[src/design/lmn_pkg.sv]
// Package for the Lamport mutual exclusion node: sizes, item codes, state type
// and the saturating clock and counter helpers.
// Depends on nothing; used by lamport_mutex_node.
package lmn_pkg;

    localparam int MAX_NODES = 16;
    localparam int IDX_W     = (MAX_NODES > 1) ? $clog2(MAX_NODES) : 1;
    localparam int CNT_W     = $clog2(MAX_NODES + 1);
    localparam int STAMP_W   = 15;
    localparam int MIN_NODES = 3;

    localparam logic [STAMP_W-1:0] SLOT_EMPTY = 15'd32767;
    localparam logic [STAMP_W-1:0] CLOCK_TOP  = 15'd32766;
    localparam logic [4:0]         COUNT_TOP  = 5'd31;

    // Local opcodes.
    localparam logic [1:0] OP_REQUEST = 2'd0;
    localparam logic [1:0] OP_RELEASE = 2'd1;
    localparam logic [1:0] OP_DONE    = 2'd2;
    localparam logic [1:0] OP_MESSAGE = 2'd3;

    // Received message kinds.
    localparam logic [2:0] MSG_REQUEST = 3'd0;
    localparam logic [2:0] MSG_REPLY   = 3'd1;
    localparam logic [2:0] MSG_RELEASE = 3'd2;
    localparam logic [2:0] MSG_DONE    = 3'd3;

    // Outgoing message kinds.
    localparam logic [2:0] SEND_NONE    = 3'd0;
    localparam logic [2:0] SEND_REQUEST = 3'd1;
    localparam logic [2:0] SEND_REPLY   = 3'd2;
    localparam logic [2:0] SEND_RELEASE = 3'd3;
    localparam logic [2:0] SEND_DONE    = 3'd4;

    // Configuration register indexes.
    localparam logic REG_NODE_COUNT = 1'b0;
    localparam logic REG_OWN_ID     = 1'b1;

    typedef enum logic [1:0] {
        ST_IDLE,
        ST_SCAN,
        ST_DRAIN,
        ST_RESULT
    } t_state;

    function automatic logic [STAMP_W-1:0] clock_tick(input logic [STAMP_W-1:0] c);
        return (c < CLOCK_TOP) ? c + 15'd1 : CLOCK_TOP;
    endfunction

    function automatic logic [4:0] count_inc(input logic [4:0] c);
        return (c < COUNT_TOP) ? c + 5'd1 : COUNT_TOP;
    endfunction

endpackage

[src/design/lamport_mutex_node.sv]
// An accepted item passes through the states ST_SCAN, ST_DRAIN and ST_RESULT and then the
// output register; the result strobe lasts one cycle. n is node_count clamped to 3..16.
// busy holds off a new item until the state is back in ST_IDLE. The scan of slots 1..n-1 uses the
// single read port of the slot memory, one entry per cycle; results cannot be held off.
// Reset (synchronous, active low) clears the clock, counters and slot valid bits and
// loads node_count 9 and own_id 1. Depends on lmn_pkg.
module lamport_mutex_node (
    input  logic        i_clk,
    input  logic        i_rst_n,
    input  logic        start,
    output logic        busy,
    input  logic        psel,
    input  logic        penable,
    input  logic        pwrite,
    input  logic [2:0]  paddr,
    input  logic [31:0] pwdata,
    output logic [31:0] prdata,
    output logic        pready,
    input  logic [1:0]  i_opcode,
    input  logic [2:0]  i_msg_kind,
    input  logic [3:0]  i_sender,
    input  logic [14:0] i_msg_stamp,
    output logic        o_valid,
    output logic [2:0]  o_send_kind,
    output logic [3:0]  o_send_dest,
    output logic [14:0] o_send_stamp,
    output logic [14:0] o_clock_now,
    output logic        o_may_enter,
    output logic        o_bad_kind
);

    // Configuration.
    logic [4:0] r_node_count;
    logic [3:0] r_own_id;

    // Node state.
    logic [14:0] r_clock;
    logic [4:0]  r_replies;
    logic [4:0]  r_dones;

    // Slot memory with one valid bit per entry; an invalid entry reads as empty.
    logic [14:0]                  r_slots [lmn_pkg::MAX_NODES];
    logic [lmn_pkg::MAX_NODES-1:0] r_slot_valid;

    // Sequencer and scan.
    lmn_pkg::t_state             r_state, n_state;
    logic [lmn_pkg::CNT_W-1:0]   r_idx, n_idx;
    logic                        r_rd_live;
    logic [lmn_pkg::IDX_W-1:0]   r_rd_addr;
    logic [14:0]                 r_rd_data;
    logic                        r_rd_valid;
    logic [14:0]                 r_best;
    logic [lmn_pkg::IDX_W-1:0]   r_who;

    // Held result fields.
    logic [2:0]  r_kind;
    logic [3:0]  r_dest;
    logic [14:0] r_stamp;
    logic        r_bad;

    // Output register.
    logic        r_out_valid;
    logic [2:0]  r_out_kind;
    logic [3:0]  r_out_dest;
    logic [14:0] r_out_stamp;
    logic [14:0] r_out_clock;
    logic        r_out_enter;
    logic        r_out_bad;

    logic                      accept;
    logic                      cfg_write;
    logic [lmn_pkg::CNT_W-1:0] eff_nodes;
    logic [4:0]                peers;
    logic [14:0]               tick_clock;
    logic [14:0]               msg_clock;
    logic [14:0]               new_clock;
    logic [4:0]                new_replies;
    logic [4:0]                new_dones;
    logic                      wr_en;
    logic [3:0]                wr_addr;
    logic [14:0]               wr_data;
    logic [2:0]                new_kind;
    logic [3:0]                new_dest;
    logic [14:0]               new_stamp;
    logic                      new_bad;
    logic [14:0]               rd_value;
    logic                      enter;

    assign pready    = 1'b1;
    assign cfg_write = psel && penable && pwrite && pready;
    assign accept    = start && !busy;

    always_comb begin
        unique case (paddr[2])
            lmn_pkg::REG_NODE_COUNT: prdata = {27'd0, r_node_count};
            lmn_pkg::REG_OWN_ID:     prdata = {28'd0, r_own_id};
            default:                 prdata = 32'd0;
        endcase
    end

    always_comb begin
        if (int'(r_node_count) < lmn_pkg::MIN_NODES) begin
            eff_nodes = lmn_pkg::CNT_W'(lmn_pkg::MIN_NODES);
        end else if (int'(r_node_count) > lmn_pkg::MAX_NODES) begin
            eff_nodes = lmn_pkg::CNT_W'(lmn_pkg::MAX_NODES);
        end else begin
            eff_nodes = lmn_pkg::CNT_W'(r_node_count);
        end
    end

    assign peers = 5'(int'(eff_nodes) - 2);

    // Work done at the accepting edge: clock, counters and the one slot write.
    always_comb begin
        tick_clock  = lmn_pkg::clock_tick(r_clock);
        msg_clock   = tick_clock;
        new_clock   = tick_clock;
        new_replies = r_replies;
        new_dones   = r_dones;
        wr_en       = 1'b0;
        wr_addr     = r_own_id;
        wr_data     = lmn_pkg::SLOT_EMPTY;
        new_kind    = lmn_pkg::SEND_NONE;
        new_dest    = 4'd0;
        new_stamp   = 15'd0;
        new_bad     = 1'b0;
        if (i_msg_stamp > r_clock) begin
            msg_clock = (i_msg_stamp < lmn_pkg::CLOCK_TOP) ? i_msg_stamp + 15'd1
                                                          : lmn_pkg::CLOCK_TOP;
        end
        case (i_opcode)
            lmn_pkg::OP_REQUEST: begin
                wr_en     = 1'b1;
                wr_data   = tick_clock;
                new_kind  = lmn_pkg::SEND_REQUEST;
                new_stamp = tick_clock;
            end
            lmn_pkg::OP_RELEASE: begin
                wr_en       = 1'b1;
                new_replies = 5'd0;
                new_kind    = lmn_pkg::SEND_RELEASE;
                new_stamp   = tick_clock;
            end
            lmn_pkg::OP_DONE: begin
                new_replies = peers;
                new_kind    = lmn_pkg::SEND_DONE;
                new_stamp   = tick_clock;
            end
            default: begin
                new_clock = msg_clock;
                case (i_msg_kind)
                    lmn_pkg::MSG_REQUEST: begin
                        // A request is stored and answered after a second tick.
                        wr_en     = 1'b1;
                        wr_addr   = i_sender;
                        wr_data   = i_msg_stamp;
                        new_clock = lmn_pkg::clock_tick(msg_clock);
                        new_kind  = lmn_pkg::SEND_REPLY;
                        new_dest  = i_sender;
                        new_stamp = lmn_pkg::clock_tick(msg_clock);
                    end
                    lmn_pkg::MSG_REPLY:   new_replies = lmn_pkg::count_inc(r_replies);
                    lmn_pkg::MSG_RELEASE: begin
                        wr_en   = 1'b1;
                        wr_addr = i_sender;
                    end
                    lmn_pkg::MSG_DONE:    new_dones = lmn_pkg::count_inc(r_dones);
                    default:              new_bad = 1'b1;
                endcase
            end
        endcase
    end

    // Sequencer: scan slots 1..n-1, wait for the last read, then publish.
    always_comb begin
        n_state = r_state;
        n_idx   = r_idx;
        busy    = (r_state != lmn_pkg::ST_IDLE);
        unique case (r_state)
            lmn_pkg::ST_IDLE: begin
                if (accept) begin
                    n_state = lmn_pkg::ST_SCAN;
                    n_idx   = lmn_pkg::CNT_W'(1);
                end
            end
            lmn_pkg::ST_SCAN: begin
                n_idx = r_idx + lmn_pkg::CNT_W'(1);
                if (int'(r_idx) == int'(eff_nodes) - 1) begin
                    n_state = lmn_pkg::ST_DRAIN;
                end
            end
            lmn_pkg::ST_DRAIN:  n_state = lmn_pkg::ST_RESULT;
            lmn_pkg::ST_RESULT: n_state = lmn_pkg::ST_IDLE;
            default:            n_state = lmn_pkg::ST_IDLE;
        endcase
    end

    always_ff @(posedge i_clk) begin
        if (!i_rst_n) begin
            r_state <= lmn_pkg::ST_IDLE;
            r_idx   <= '0;
        end else begin
            r_state <= n_state;
            r_idx   <= n_idx;
        end
    end

    // Slot memory: written at the accepting edge, read every cycle at the scan index.
    always_ff @(posedge i_clk) begin
        if (accept && wr_en && (int'(wr_addr) < lmn_pkg::MAX_NODES)) begin
            r_slots[lmn_pkg::IDX_W'(wr_addr)] <= wr_data;
        end
        r_rd_data <= r_slots[r_idx[lmn_pkg::IDX_W-1:0]];
    end

    assign rd_value = r_rd_valid ? r_rd_data : lmn_pkg::SLOT_EMPTY;
    assign enter    = ((r_replies == peers) && (int'(r_who) == int'(r_own_id)))
                   || (r_dones == peers);

    always_ff @(posedge i_clk) begin
        if (!i_rst_n) begin
            r_node_count <= 5'd9;
            r_own_id     <= 4'd1;
            r_clock      <= 15'd0;
            r_replies    <= 5'd0;
            r_dones      <= 5'd0;
            r_slot_valid <= '0;
            r_rd_live    <= 1'b0;
            r_out_valid  <= 1'b0;
        end else begin
            if (cfg_write) begin
                unique case (paddr[2])
                    lmn_pkg::REG_NODE_COUNT: r_node_count <= pwdata[4:0];
                    lmn_pkg::REG_OWN_ID:     r_own_id     <= pwdata[3:0];
                    default:                 r_own_id     <= r_own_id;
                endcase
            end
            if (accept) begin
                r_clock   <= new_clock;
                r_replies <= new_replies;
                r_dones   <= new_dones;
                if (wr_en && (int'(wr_addr) < lmn_pkg::MAX_NODES)) begin
                    r_slot_valid[lmn_pkg::IDX_W'(wr_addr)] <= 1'b1;
                end
            end
            r_rd_live   <= (r_state == lmn_pkg::ST_SCAN);
            r_out_valid <= (r_state == lmn_pkg::ST_RESULT);
        end
    end

    // Payload registers: no reset needed.
    always_ff @(posedge i_clk) begin
        r_rd_addr  <= r_idx[lmn_pkg::IDX_W-1:0];
        r_rd_valid <= r_slot_valid[r_idx[lmn_pkg::IDX_W-1:0]];
        if (accept) begin
            r_kind  <= new_kind;
            r_dest  <= new_dest;
            r_stamp <= new_stamp;
            r_bad   <= new_bad;
            r_best  <= lmn_pkg::SLOT_EMPTY;
            r_who   <= '0;
        end else if (r_rd_live && (rd_value < r_best)) begin
            // Strict compare keeps the lowest index on a tie.
            r_best <= rd_value;
            r_who  <= r_rd_addr;
        end
        if (r_state == lmn_pkg::ST_RESULT) begin
            r_out_kind  <= r_kind;
            r_out_dest  <= r_dest;
            r_out_stamp <= r_stamp;
            r_out_clock <= r_clock;
            r_out_enter <= enter;
            r_out_bad   <= r_bad;
        end
    end

    assign o_valid      = r_out_valid;
    assign o_send_kind  = r_out_kind;
    assign o_send_dest  = r_out_dest;
    assign o_send_stamp = r_out_stamp;
    assign o_clock_now  = r_out_clock;
    assign o_may_enter  = r_out_enter;
    assign o_bad_kind   = r_out_bad;

`ifndef NO_ASSERTIONS
    a_result_follows_publish: assert property (@(posedge i_clk) disable iff (!i_rst_n)
        o_valid |-> $past(r_state == lmn_pkg::ST_RESULT))
        else $error("result strobe without a publish cycle");

    a_accept_goes_busy: assert property (@(posedge i_clk) disable iff (!i_rst_n)
        (start && !busy) |=> (busy && r_state == lmn_pkg::ST_SCAN))
        else $error("accepted item did not start a scan");

    a_scan_in_range: assert property (@(posedge i_clk) disable iff (!i_rst_n)
        (r_state == lmn_pkg::ST_SCAN) |-> (r_idx != '0 && int'(r_idx) < int'(eff_nodes)))
        else $error("slot scan index out of range");

    a_clock_saturates: assert property (@(posedge i_clk) disable iff (!i_rst_n)
        o_valid |-> (o_clock_now <= lmn_pkg::CLOCK_TOP))
        else $error("clock beyond its saturation value");
`endif

endmodule
[config.mk]
export PLATFORM = sky130hd
export DESIGN_NAME = lamport_mutex_node
export DESIGN_NICKNAME = d
export VERILOG_FILES = /design/src/design/lmn_pkg.sv /design/src/design/lamport_mutex_node.sv
export SDC_FILE = /design/constraint.sdc
export NUM_CORES = 1
export LEC_CHECK = 0
export BUFFER_PORTS_ARGS = -buffer_cell sky130_fd_sc_hd__buf_4
export CAP_MARGIN = 5
export CELL_PAD_IN_SITES_DETAIL_PLACEMENT = 1
export CELL_PAD_IN_SITES_GLOBAL_PLACEMENT = 1
export CORE_MARGIN = 2
export CORE_UTILIZATION = 45
export DETAILED_ROUTE_END_ITERATION = 8
export GPL_TIMING_DRIVEN = 0
export PLACE_DENSITY_LB_ADDON = 0.1
export SYNTH_ARGS = -nofsm -noshare
export SYNTH_HDL_FRONTEND = slang
export SYNTH_SLANG_ARGS = --single-unit
[constraint.sdc]
create_clock -name i_clk -period 3.7 [get_ports i_clk]
set_clock_uncertainty 0.2 [all_clocks]
set_input_delay 0.185 -clock i_clk [delete_from_list [all_inputs] [get_ports i_clk]]
set_output_delay 0.185 -clock i_clk [all_outputs]
set_load 0.005 [all_outputs]
==> key figures, run 1 <==
Synthesis
  • Netlist cell types: between 70 and 80
  • Post-synthesis sequential area ratio: 0.614
  • Most frequent cell after synthesis: edfxtp_1
  • XOR/XNOR Fraction of Synth Area: 0.0200
  • Area contributors post-synth: edfxtp_1 (51%), dfxtp_1 (11%), mux4_2 (10%)
  • Async set or reset register ratio after synthesis: 0
  • Synthesized flop and latch total: 400
  • Largest family of logic cells by synthesized area: multiplexers
  • Adder-cell share of the synthesized area: 0.0328
  • Compound-Gate Fraction of Synth Area: 0.0737
  • Multiplexer share of the synthesized area: 0.124
  • Netlist Area Pre-Place: around 18000 sq um
  • Synth Warn #: 0
  • Cells after Synth: approximately 1300
  • Syn avg cell area: 13.6 sq um
  • Synth area leader: edfxtp_1
  • EDFF count, synth: 302
  • Ranking of synthesized cells by instance count: edfxtp_1 (302), nor2_1 (122), dfxtp_1 (98)
  • Post-synth top flop: edfxtp_1
  • Synth Area in Simple Gates: 0.0961
  • Top cell type's share of synthesized area: 0.505

Cells and area
  • Filler cells: 3887
  • P&R area growth vs syn: 23.5%
  • Antenna cells: 0
  • Final Cell Area: 22200 sq um
  • Nets: about 1700
  • Area of the multi-input gates: around 6700 sq um
  • Register area: 11100 sq um
  • Layout cell share with drive strength beyond 1: 0.276
  • Final Util: 0.561

Floorplan
  • Die X-Extent: 204 um
  • Chip height: 204 um
  • IO Pins: 139
  • Core ar.: 39500 sq um
  • Initial Util: 0.454
  • Die area: between 40000 and 50000 sq um
  • # rows: 73

Worst setup path
  • CP Launch Point: r_clock[12]$_SDFFE_PN0P_
  • R2r endpoint: r_stamp[10]$_DFFE_PP_
  • Setup CP Type: flip-flop to flip-flop
  • CP max-delay cell: nor4_2
  • Critical Path Fanout Max: 6
  • FF-to-FF Start: r_clock[12]$_SDFFE_PN0P_
  • Crit path DAT: 3.87 ns
  • Crit-path cells: buf_4 -> buf_4 -> nand3_1 -> nor4_2 -> o21ai_1 -> nor2_1 -> mux2_4 -> nand4_1 -> buf_4 -> nor4_4 -> buf_4 -> buf_6 -> inv_1 -> a21oi_2 -> o21bai_1
  • Worst stage delay on the critical path: 0.50 ns
  • Critical Path RT: just under 4 ns
  • Crit path max-delay family: simple AND/OR/NAND/NOR gates
  • Stages on the worst setup path: 15
  • CP Launch Type: flip-flop
  • FF-to-FF path depth: 15
  • Flop2flop setup slack: 0.06 ns
  • CP bufs+invs: 6
  • CP endpoint: r_stamp[10]$_DFFE_PP_
  • Crit end category: flip-flop
  • Cell repeated most along the worst path: buf_4

Power
  • Int Power: 9.12 mW
  • P_sw: 3.57 mW
  • Reg power frac: 0.429
  • Clk network pwr share: 0.348
  • Max IR drop VDD: 0.361 mV
  • Pwr dens: between 500 and 600 nW/um^2
  • Leakage power: 7.85 nW
  • Power share of the combinational group: 0.223
  • Sw Share: 0.281

Placement
  • Input/output buffers: 80
  • Dpl cell area: roughly 20000 sq um
  • Post-DP HPWL: 35900 um
  • Routability cong.: 0.882

Clocking
  • CTS max path bufs: 3
  • Clock transition at the registers of the reported paths: 0.06 ns
  • Clk root buf: clkbuf_16
  • CTS tree: yes
  • TritonCTS Sinks: 400
  • TritonCTS Buffers: 44
  • H-tree depth: 2
  • Clock Latency Late Sink: between 0.5 and 0.6 ns

GRT
  • Number of global-route vias before repair: 12100
  • Global-route wire length before repair: 75300 um
  • Largest net degree at the start of global routing: 33
  • Initial antenna violation count: 2
  • Gr ovfl total: 0
  • GRT Util Overall: 0.246

Route
  • # DRC: 0
  • Post-DR wirelength/cell: 24.0 um
  • Routed vias: 11900
  • DR vias/cell: 5.61
  • Post-DRT Antenna Nets: 0
  • DRT Pass-1 Iters: 5
  • DRT iter0 DRCs: 958
  • Routed WL: 51000 um

STA
  • Fmax: approximately 270 MHz
  • Slew @ Worst Pin: 1.23 ns
  • Final setup viols: 0
  • Slew headroom: 0.181
  • Final min period: 3.64 ns
  • Final hold vios: 0
  • Final period util: 0.983
  • Slew Limit Fails: 0

Min path
  • Min-delay worst type: input port to flip-flop

Job
  • Max_cap viols: 0

Status
  • Status: finished clean
how the worst min path moves through the flow:
stage	startpoint	depth (start not counted)	to	slack [ns]
global placement	r_idx[2]$_SDFFE_PN0P_	0	r_rd_addr[2]$_DFF_P_	0.18
global route	i_opcode[0]	4	r_kind[1]$_DFFE_PP_	0.03
detailed placement	r_idx[2]$_SDFFE_PN0P_	0	r_rd_addr[2]$_DFF_P_	0.18
floorplan	pwdata[0]	2	r_node_count[0]$_SDFFE_PN1P_	0.11
CTS	i_opcode[0]	4	r_kind[1]$_DFFE_PP_	0.01
finish	i_opcode[0]	4	r_kind[1]$_DFFE_PP_	0.05
power groups by stage:
stage | registers (mW) | clock network [mW] | logic (mW)
2_1_floorplan | 5.41 | 0 | 1.61
3_3_place_gp | 5.51 | 0 | 2.32
3_5_place_dp | 5.52 | 0 | 2.39
4_1_cts | 5.43 | 4.50 | 2.52
5_1_grt | 5.47 | 4.67 | 3.06
6_report | 5.45 | 4.41 | 2.83
metrics by stage:
stage / hold slack (ns) / worst slack (ns) / std cells / power (mW) / TNS, ns
2_1_floorplan: 0.109 / 0.109 / 1345 / 7.02 / 0
3_3_place_gp: 0.178 / -0.978 / 1950 / 7.83 / -221.24
3_5_place_dp: 0.177 / -0.553 / 1967 / 7.91 / -39.74
4_1_cts: 0.0139 / 0.00346 / 2080 / 12.5 / 0
5_1_grt: 0.0253 / -0.0915 / 2124 / 13.2 / -0.382
6_report: 0.0475 / 0.0621 / 2124 / 12.7 / 0
worst reg2reg max path: cells and delay by family (launching register included):
family / cells / cell delay, ns
and+or+nand+nor: 5 / 1.21
buffers and inverters: 6 / 0.81
AOI/OAI and AO/OA: 3 / 0.69
DFF: 1 / 0.41
muxes: 1 / 0.18
cells in the final DEF, fill, tap and decap left out, types with 7 or more instances in the layout:
| cell | netlist | routed |
|---|---|---|
| edfxtp_1 | 302 | 302 |
| buf_4 | 29 | 156 |
| nor2_1 | 122 | 104 |
| dfxtp_1 | 98 | 82 |
| mux4_2 | 80 | 80 |
| nand2_1 | 70 | 70 |
| a21oi_1 | 71 | 67 |
| o21ai_0 | 74 | 65 |
| clkbuf_16 | 0 | 45 |
| clkbuf_1 | 38 | 43 |
| inv_1 | 50 | 42 |
| ha_1 | 47 | 35 |
| nor3_1 | 30 | 29 |
| conb_1 | 2 | 28 |
| dlygate4sd3_1 | 0 | 26 |
| nand3_1 | 27 | 25 |
| nand2b_1 | 22 | 22 |
| nand4_1 | 22 | 22 |
| xor2_1 | 21 | 21 |
| xnor2_1 | 20 | 20 |
| mux2i_1 | 24 | 20 |
| nor2_2 | 0 | 18 |
| buf_8 | 0 | 15 |
| clkinv_1 | 1 | 14 |
| a31oi_1 | 14 | 13 |
| dfxtp_4 | 0 | 12 |
| a21o_1 | 11 | 11 |
| o21ai_1 | 4 | 11 |
| ha_4 | 0 | 11 |
| mux2_2 | 12 | 9 |
| o221a_2 | 8 | 8 |
| buf_2 | 8 | 7 |
| o21a_1 | 7 | 7 |
metal layers:
layer | vias up | GRT usage | wire length [um]
li1 | 5433 | - | -
met1 | 6127 | 0.348 | 22700
met2 | 314 | 0.396 | 24600
met3 | 49 | 0.0467 | 3100
met4 | 0 | 0.0560 | 701
met5 | - | 0 | 0
flip-flops by register name, summed over array words and instances, names as in the netlist, 2 cells and up:
name / flops
r_rd_addr: 4
r_best: 15
r_rd_data: 15
o_send_stamp: 15
r_who: 4
r_replies: 5
r_node_count: 5
o_send_dest: 4
r_state: 2
r_stamp: 15
r_slots: 240
r_kind: 3
r_dest: 4
o_clock_now: 15
r_own_id: 4
o_send_kind: 3
r_dones: 5
r_idx: 5
r_clock: 15
r_slot_valid: 16
final cells by class:
class,instances,share of cell area
repair buffers,175,0.0703
clock inverters,26,0.0129
well taps,525,0.0296
flip-flops and latches,400,0.500
clock buffers,55,0.0529
plain buffers,88,0.0244
multi-input cells,804,0.301
inverters,51,0.00892
timing repair:
item | 4_1_cts | 5_1_grt
endpoints found under the hold margin | 36 | 4
setup buffers | 8 | 37
hold buffers | 24 | 2
resized for setup | 36 | 72
pin swaps | 5 | 18
setup endpoints to repair | 107 | 52
gates cloned | 0 | 1
cells by family after synthesis:
| logic type | count (synthesis) |
|---|---|
| flip-flops | 400 |
| AND/OR/NAND/NOR | 351 |
| AO/OA/AOI/OAI | 219 |
| buffers and inverters | 141 |
| multiplexers | 118 |
| adder cells (fa/ha/maj) | 47 |
| XOR/XNOR | 41 |
| other | 2 |
Note: power is estimated with default switching activity, not from simulation.
==> inputs of run 2 (changes only) <==
CORE_UTILIZATION = 35   (was 45)
==> run 2 against run 1 <==
Against the previous run: critical path type unchanged; combinational power about the same; die area increased by 28%; sequential share of layout area decreased by 0.47 points; largest cell class unchanged; core utilization decreased by 12 points; the run now ends with negative hold slack, negative setup slack left; sequential cell count unchanged; power increased by 2.2%; hold slack got worse by 0.077 ns.
==> key figures, run 2 (synthesized netlist as in run 1, its figures left out) <==
Power
  • Leakage power: 7.90 nW (was 7.85 nW)
  • Max IR drop VDD: 0.295 mV (was 0.361 mV)
  • Total Power: 13.0 mW (was 12.7 mW)
  • Pwr dens: 580 nW/um^2 (was 572 nW/um^2)

GRT
  • GRT Util Overall: 0.203 (was 0.246)
  • Largest net degree at the start of global routing: 37 (was 33)
  • Global-route wire length before repair: 80000 um (was 75300 um)
  • Initial antenna violation count: 0 (was 2)
  • Number of global-route vias before repair: 12300 (was 12100)
  • Gr ovfl total: 0 (unchanged)

Cells and area
  • Register area: 11100 sq um (about the same)
  • Post-Layout Cell Count: 2265 (was 2124)
  • Largest Register: r_slots (unchanged)
  • Filler cells: 5179 (was 3887)
  • Nets: 1669 (was 1676)
  • Final Cell Area: 22400 sq um (was 22200 sq um)
  • Final Util: 0.444 (was 0.561)
  • P&R area growth vs syn: 24.6% (was 23.5%)
  • Max reg flops: 240 (unchanged)
  • Leading registers by flop count: r_slots x240, r_slot_valid x16 (unchanged)
  • Antenna cells: 0 (unchanged)
  • Most common cell after layout, fill and taps aside: edfxtp_1 (unchanged)
  • Layout cell share with drive strength beyond 1: 0.276 (about the same)
  • Area of the multi-input gates: 6700 sq um (was 6680 sq um)
  • Commonest cells after routing, fill and taps aside: edfxtp_1 (302), buf_4 (147), nor2_1 (104), dfxtp_1 (82), mux4_2 (80) (was edfxtp_1 (302), buf_4 (156), nor2_1 (104), dfxtp_1 (82), mux4_2 (80))

Floorplan
  • Die area: 53100 sq um (was 41500 sq um)
  • Initial Util: 0.356 (was 0.454)
  • # rows: 82 (was 73)
  • Chip height: 230 um (was 204 um)
  • IO Pins: 139 (unchanged)
  • Die X-Extent: 230 um (was 204 um)
  • Core ar.: 50400 sq um (was 39500 sq um)

Route
  • DRT iter0 DRCs: 903 (was 958)
  • Post-DRT Antenna Nets: 0 (unchanged)
  • DRT Pass-1 Iters: 7 (was 5)
  • DR vias/cell: 5.23 (was 5.61)
  • Routed vias: 11800 (was 11900)
  • # DRC: 0 (unchanged)
  • Routed WL: 54000 um (was 51000 um)
  • Post-DR wirelength/cell: 23.8 um (was 24.0 um)

Status
  • Status: complete, but fails checks (was finished clean)
  • Failing checks: negative hold slack, negative setup slack

Clocking
  • CTS tree: yes (unchanged)
  • H-tree depth: 2 (unchanged)
  • CTS max path bufs: 3 (unchanged)
  • TritonCTS Sinks: 400 (unchanged)
  • TritonCTS Buffers: 45 (was 44)
  • Clk root buf: clkbuf_16 (unchanged)
  • Clock Latency Late Sink: 0.58 ns (about the same)
  • Clock transition at the registers of the reported paths: 0.06 ns (about the same)

Placement
  • Routability cong.: 0.839 (was 0.882)
  • DP Cell Count: 2114 (was 1967)
  • Input/output buffers: 80 (unchanged)
  • Dpl cell area: 19800 sq um (was 19600 sq um)
  • Post-DP HPWL: 38300 um (was 35900 um)

Job
  • Max_cap viols: 0 (unchanged)

Worst setup path
  • R2r endpoint: r_clock[13]$_SDFFE_PN0P_ (was r_stamp[10]$_DFFE_PP_)
  • Critical Path RT: 3.95 ns (was 3.93 ns)
  • Crit path DAT: 3.97 ns (was 3.87 ns)
  • CP Launch Point: r_clock[2]$_SDFFE_PN0P_ (was r_clock[12]$_SDFFE_PN0P_)
  • Critical Path Fanout Max: 8 (was 6)
  • CP Launch Type: flip-flop (unchanged)
  • Crit end category: flip-flop (unchanged)
  • Flop2flop setup slack: -0.02 ns (was 0.06 ns)
  • FF-to-FF path depth: 17 (was 15)
  • FF-to-FF Start: r_clock[2]$_SDFFE_PN0P_ (was r_clock[12]$_SDFFE_PN0P_)
  • CP endpoint: r_clock[13]$_SDFFE_PN0P_ (was r_stamp[10]$_DFFE_PP_)
  • Setup CP Type: flip-flop to flip-flop (unchanged)

STA
  • Final hold vios: 2 (was 0)
  • Final setup viols: 1 (was 0)
  • Final min period: 3.72 ns (was 3.64 ns)
  • RSZ-0062 raised after global routing: true
  • Slew Limit Fails: 0 (unchanged)
  • Slew headroom: 0.221 (was 0.181)
  • Fmax: 269 MHz (was 275 MHz)
  • Post-route setup slack: -0.0169 ns (was 0.0621 ns)
  • Hold Slack: -0.0293 ns (was 0.0475 ns)
  • Slew @ Worst Pin: 1.17 ns (was 1.23 ns)
  • Final period util: 1.00 (was 0.983)

Min path
  • Min-delay worst type: input port to flip-flop (unchanged)
## run 2: cell type report
cell class                 count  area share
clock buffer                  63      0.0570
inverter                      51     0.00856
multi-input combinational    804       0.300
clock inverter                20      0.0125
buffer                        89      0.0247
tap                          672      0.0376
sequential                   400       0.495
timing repair buffer         166      0.0651
## run 2: what timing repair did
action                                  in CTS  in global routing
setup buffers                               13                 22
hold buffers                                26                  2
hold endpoints to repair                    37                  3
pin swaps                                    9                 10
gates cloned                                 1                  0
endpoints found under the setup margin      93                 41
resized for setup                           57                 52
## run 2: worst min path at each step
stage                          startpoint                           end  cells after the start
floorplan                       pwdata[0]  r_node_count[0]$_SDFFE_PN1P_                      2
global placement    r_idx[2]$_SDFFE_PN0P_          r_rd_addr[2]$_DFF_P_                      0
detailed placement  r_idx[2]$_SDFFE_PN0P_          r_rd_addr[2]$_DFF_P_                      0
CTS                           i_opcode[1]           r_kind[1]$_DFFE_PP_                      5
global route               i_msg_stamp[3]       r_slots[4][3]$_DFFE_PP_                      3
finish                     i_msg_stamp[3]       r_slots[7][3]$_DFFE_PP_                      3
## run 2: layer usage
metal | up-vias | track usage | part of all wire
li1 | 5417 | - | -
met1 | 6134 | 0.296 | 0.48
met2 | 242 | 0.323 | 0.46
met3 | 54 | 0.0315 | 0.044
met4 | 0 | 0.0373 | 0.016
met5 | - | 0 | 0
## run 2: where the power goes
| group | total (mW) | internal, mW | leakage [nW] | switching (mW) |
|---|---|---|---|---|
| clock | 4.69 | 2.84 | 0.761 | 1.85 |
| sequential | 5.44 | 5.24 | 3.53 | 0.197 |
| combinational | 2.83 | 1.22 | 3.61 | 1.61 |
## run 2: through the flow
step | setup TNS [ns] | setup slack [ns]
2_1_floorplan | 0 | 0.109
3_3_place_gp | -250.34 | -1.07
3_5_place_dp | -40.91 | -0.724
4_1_cts | 0 | 0.00815
5_1_grt | -0.143 | -0.0866
6_report | -0.0169 | -0.0169
## run 2: worst max-delay path: stages, from the launching register on
cell and delay, ns:
dfxtp_2 0.34, buf_6 0.12, inv_1 0.06, ha_4 0.23
a21oi_4 0.13, a21oi_2 0.07, o31a_1 0.28, o31a_1 0.31
buf_6 0.18, buf_12 0.15, mux2i_4 0.19, nand4_1 0.20
buf_4 0.20, buf_4 0.13, nor3_4 0.12, mux2i_1 0.29
o21ai_2 0.12, o221a_2 0.27
==> inputs of run 3 (changes only) <==
CORE_ASPECT_RATIO = 1.1   (was unset)
SKIP_LAST_GASP = 1   (was unset)
==> run 3 against run 2 <==
Against the previous run: the flow now finishes without violations; via count fell by 0.59%; wire length fell by 0.39%; clock power decreased by 9.4%; register-to-register slack improved by 0.09 ns; sequential power barely moved.
==> key figures, run 3 (synthesized netlist as in run 1, its figures left out) <==
Worst setup path
  • CP Launch Type: flip-flop (unchanged)
  • Cell repeated most along the worst path: buf_6
  • Critical Path RT: 4.01 ns (was 3.95 ns)
  • CP bufs+invs: 4 (was 6)
  • Crit-path cells: buf_6 -> inv_1 -> ha_1 -> nand4_1 -> buf_4 -> a21oi_4 -> o31a_1 -> buf_6 -> mux2i_4 -> ha_4 -> nand3_4 -> or4_4 -> or3_4 -> nand3_2 -> o221a_1 (was buf_6 -> inv_1 -> ha_4 -> a21oi_4 -> a21oi_2 -> o31a_1 -> o31a_1 -> buf_6 -> buf_12 -> mux2i_4 -> nand4_1 -> buf_4 -> buf_4 -> nor3_4 -> mux2i_1 -> o21ai_2 -> o221a_2)
  • Crit path DAT: 3.94 ns (was 3.97 ns)
  • Crit path max-delay family: simple AND/OR/NAND/NOR gates (was compound AO/OA/AOI/OAI gates)
  • FF-to-FF Start: r_clock[11]$_SDFFE_PN0P_ (was r_clock[2]$_SDFFE_PN0P_)
  • FF-to-FF path depth: 15 (was 17)
  • Setup CP Type: flip-flop to flip-flop (unchanged)
  • Worst stage delay on the critical path: 0.44 ns (was 0.34 ns)
  • CP max-delay cell: or4_4 (was dfxtp_2)
  • Flop2flop setup slack: 0.07 ns (was -0.02 ns)
  • Critical Path Fanout Max: 5 (was 8)
  • Crit end category: flip-flop (unchanged)
  • R2r endpoint: r_clock[12]$_SDFFE_PN0P_ (was r_clock[13]$_SDFFE_PN0P_)

Clocking
  • CTS tree: yes (unchanged)
  • Clock Latency Late Sink: 0.58 ns (about the same)
  • Clk root buf: clkbuf_16 (unchanged)
  • TritonCTS Sinks: 400 (unchanged)
  • Clock transition at the registers of the reported paths: 0.06 ns (about the same)
  • TritonCTS Buffers: 44 (was 45)
  • CTS max path bufs: 3 (unchanged)
  • H-tree depth: 2 (unchanged)

Job
  • Max_cap viols: 0 (unchanged)

STA
  • Final hold vios: 0 (was 2)
  • Final period util: 0.981 (was 1.00)
  • Hold Slack: 0.0361 ns (was -0.0293 ns)
  • Post-route setup slack: 0.0698 ns (was -0.0169 ns)
  • Slew headroom: 0.157 (was 0.221)
  • Slew Limit Fails: 0 (unchanged)
  • Final setup viols: 0 (was 1)
  • Setup_tns: 0 ns (was -0.0169 ns)
  • Slew @ Worst Pin: 1.26 ns (was 1.17 ns)
  • Final min period: 3.63 ns (was 3.72 ns)
  • Fmax: 275 MHz (was 269 MHz)

Placement
  • Routability cong.: 0.833 (was 0.839)
  • DP Cell Count: 2108 (was 2114)
  • Pre-CTS WS: -0.649 ns (was -0.724 ns)
  • Post-DP HPWL: 36900 um (was 38300 um)
  • Input/output buffers: 80 (unchanged)

GRT
  • GRT Util Overall: 0.205 (was 0.203)
  • Largest net degree at the start of global routing: 40 (was 37)
  • Global-route wire length before repair: 80000 um (about the same)
  • Number of global-route vias before repair: 12200 (was 12300)
  • Gr ovfl total: 0 (unchanged)
  • Initial antenna violation count: 1 (was 0)

Floorplan
  • Core ar.: 50900 sq um (was 50400 sq um)
  • # rows: 87 (was 82)
  • IO Pins: 139 (unchanged)
  • Chip height: 242 um (was 230 um)
  • Initial Util: 0.352 (was 0.356)
  • Die area: 53100 sq um (about the same)
  • Die X-Extent: 220 um (was 230 um)

Min path
  • Worst hold stages: 4 (was 3)
  • Min-delay src: penable (was i_msg_stamp[3])
  • Min-delay worst type: input port to flip-flop (unchanged)
  • Hold Path Sink: r_node_count[2]$_SDFFE_PN0P_ (was r_slots[7][3]$_DFFE_PP_)

Cells and area
  • Post-Layout Cell Count: 2259 (was 2265)
  • Most common cell after layout, fill and taps aside: edfxtp_1 (unchanged)
  • Layout cell share with drive strength beyond 1: 0.269 (was 0.276)
  • Antenna cells: 0 (unchanged)
  • Commonest cells after routing, fill and taps aside: edfxtp_1 (302), buf_4 (156), nor2_1 (104), dfxtp_1 (82), mux4_2 (80) (was edfxtp_1 (302), buf_4 (147), nor2_1 (104), dfxtp_1 (82), mux4_2 (80))
  • Register area: 11100 sq um (about the same)
  • Max reg flops: 240 (unchanged)
  • Area of the multi-input gates: 6640 sq um (was 6700 sq um)
  • P&R area growth vs syn: 23.8% (was 24.6%)
  • Leading registers by flop count: r_slots x240, r_slot_valid x16 (unchanged)
  • Largest Register: r_slots (unchanged)
  • Filler cells: 5230 (was 5179)
  • Nets: 1672 (was 1669)

Route
  • Routed vias: 11800 (about the same)
  • Post-DRT Antenna Nets: 0 (unchanged)
  • DR vias/cell: 5.21 (was 5.23)
  • Post-DR wirelength/cell: 23.8 um (about the same)
  • DRT Pass-1 Iters: 4 (was 7)
  • # DRC: 0 (unchanged)
  • DRT iter0 DRCs: 881 (was 903)
  • Routed WL: 53800 um (was 54000 um)

Power
  • Leakage power: 7.83 nW (was 7.90 nW)
  • Pwr dens: 562 nW/um^2 (was 580 nW/um^2)
  • Total Power: 12.5 mW (was 13.0 mW)
  • Max IR drop VDD: 0.445 mV (was 0.295 mV)

Status
  • Status: finished clean (was complete, but fails checks)
-- run 3: where the power goes --
group / internal, mW / switching, mW / leakage [nW] / total [mW]
clock: 2.45 / 1.80 / 0.661 / 4.25
combinational: 1.23 / 1.59 / 3.64 / 2.82
sequential: 5.25 / 0.183 / 3.53 / 5.43
total: 8.93 / 3.57 / 7.83 / 12.5
-- run 3: final cells by class --
type | count | share of cell area
buffer | 87 | 0.0240
multi-input combinational | 804 | 0.299
clock inverter | 11 | 0.00597
inverter | 51 | 0.00861
sequential | 400 | 0.499
timing repair buffer | 172 | 0.0707
tap | 667 | 0.0375
clock buffer | 67 | 0.0557
-- run 3: routing by layer --
metal  up-vias  wire length, um  global-route usage
li1       5418                -                   -
met1      6002            23800               0.274
met2       257            25900               0.335
met3       100             2130              0.0323
met4         0             1980              0.0786
met5         -                0                   0
-- run 3: worst reg2reg max path: cells and delay by family (launching register included) --
kind	cells	cell delay [ns]
AOI/OAI and AO/OA	3	0.58
adders and majority gates	2	0.47
buffers and inverters	4	0.58
DFF	1	0.33
muxes	1	0.32
and+or+nand+nor	5	1.11
-- run 3: worst max-delay path by stage --
stage / start / endpoint / slack [ns] / cells after the start
after floorplan: r_clock[2]$_SDFFE_PN0P_ / r_clock[12]$_SDFFE_PN0P_ / 0.11 / 15
after global placement: i_opcode[0] / r_slots[12][5]$_DFFE_PP_ / -1.16 / 8
after detailed placement: r_rd_valid$_DFF_P_ / r_who[1]$_SDFFE_PP0P_ / -0.65 / 13
after CTS: r_clock[5]$_SDFFE_PN0P_ / r_clock[12]$_SDFFE_PN0P_ / -0.03 / 15
after global routing: r_clock[13]$_SDFFE_PN0P_ / r_clock[12]$_SDFFE_PN0P_ / -0.04 / 17
final: r_clock[11]$_SDFFE_PN0P_ / r_clock[12]$_SDFFE_PN0P_ / 0.07 / 15
-- run 3: through the flow --
stage               utilization  cell area, sq um
CTS                       0.429             21800
detailed placement        0.390             19900
finish                    0.436             22200
floorplan                     -             18000
global placement          0.382             19500
global route              0.436             22200
-- run 3: what timing repair did --
| action | 4_1_cts | 5_1_grt |
|---|---|---|
| pin swaps | 11 | 16 |
| endpoints found under the setup margin | 99 | 45 |
| hold buffers | 23 | 2 |
| resized for setup | 63 | 37 |
| cloned | 2 | 0 |
| endpoints found under the hold margin | 36 | 2 |
| buffers inserted | 18 | 26 |
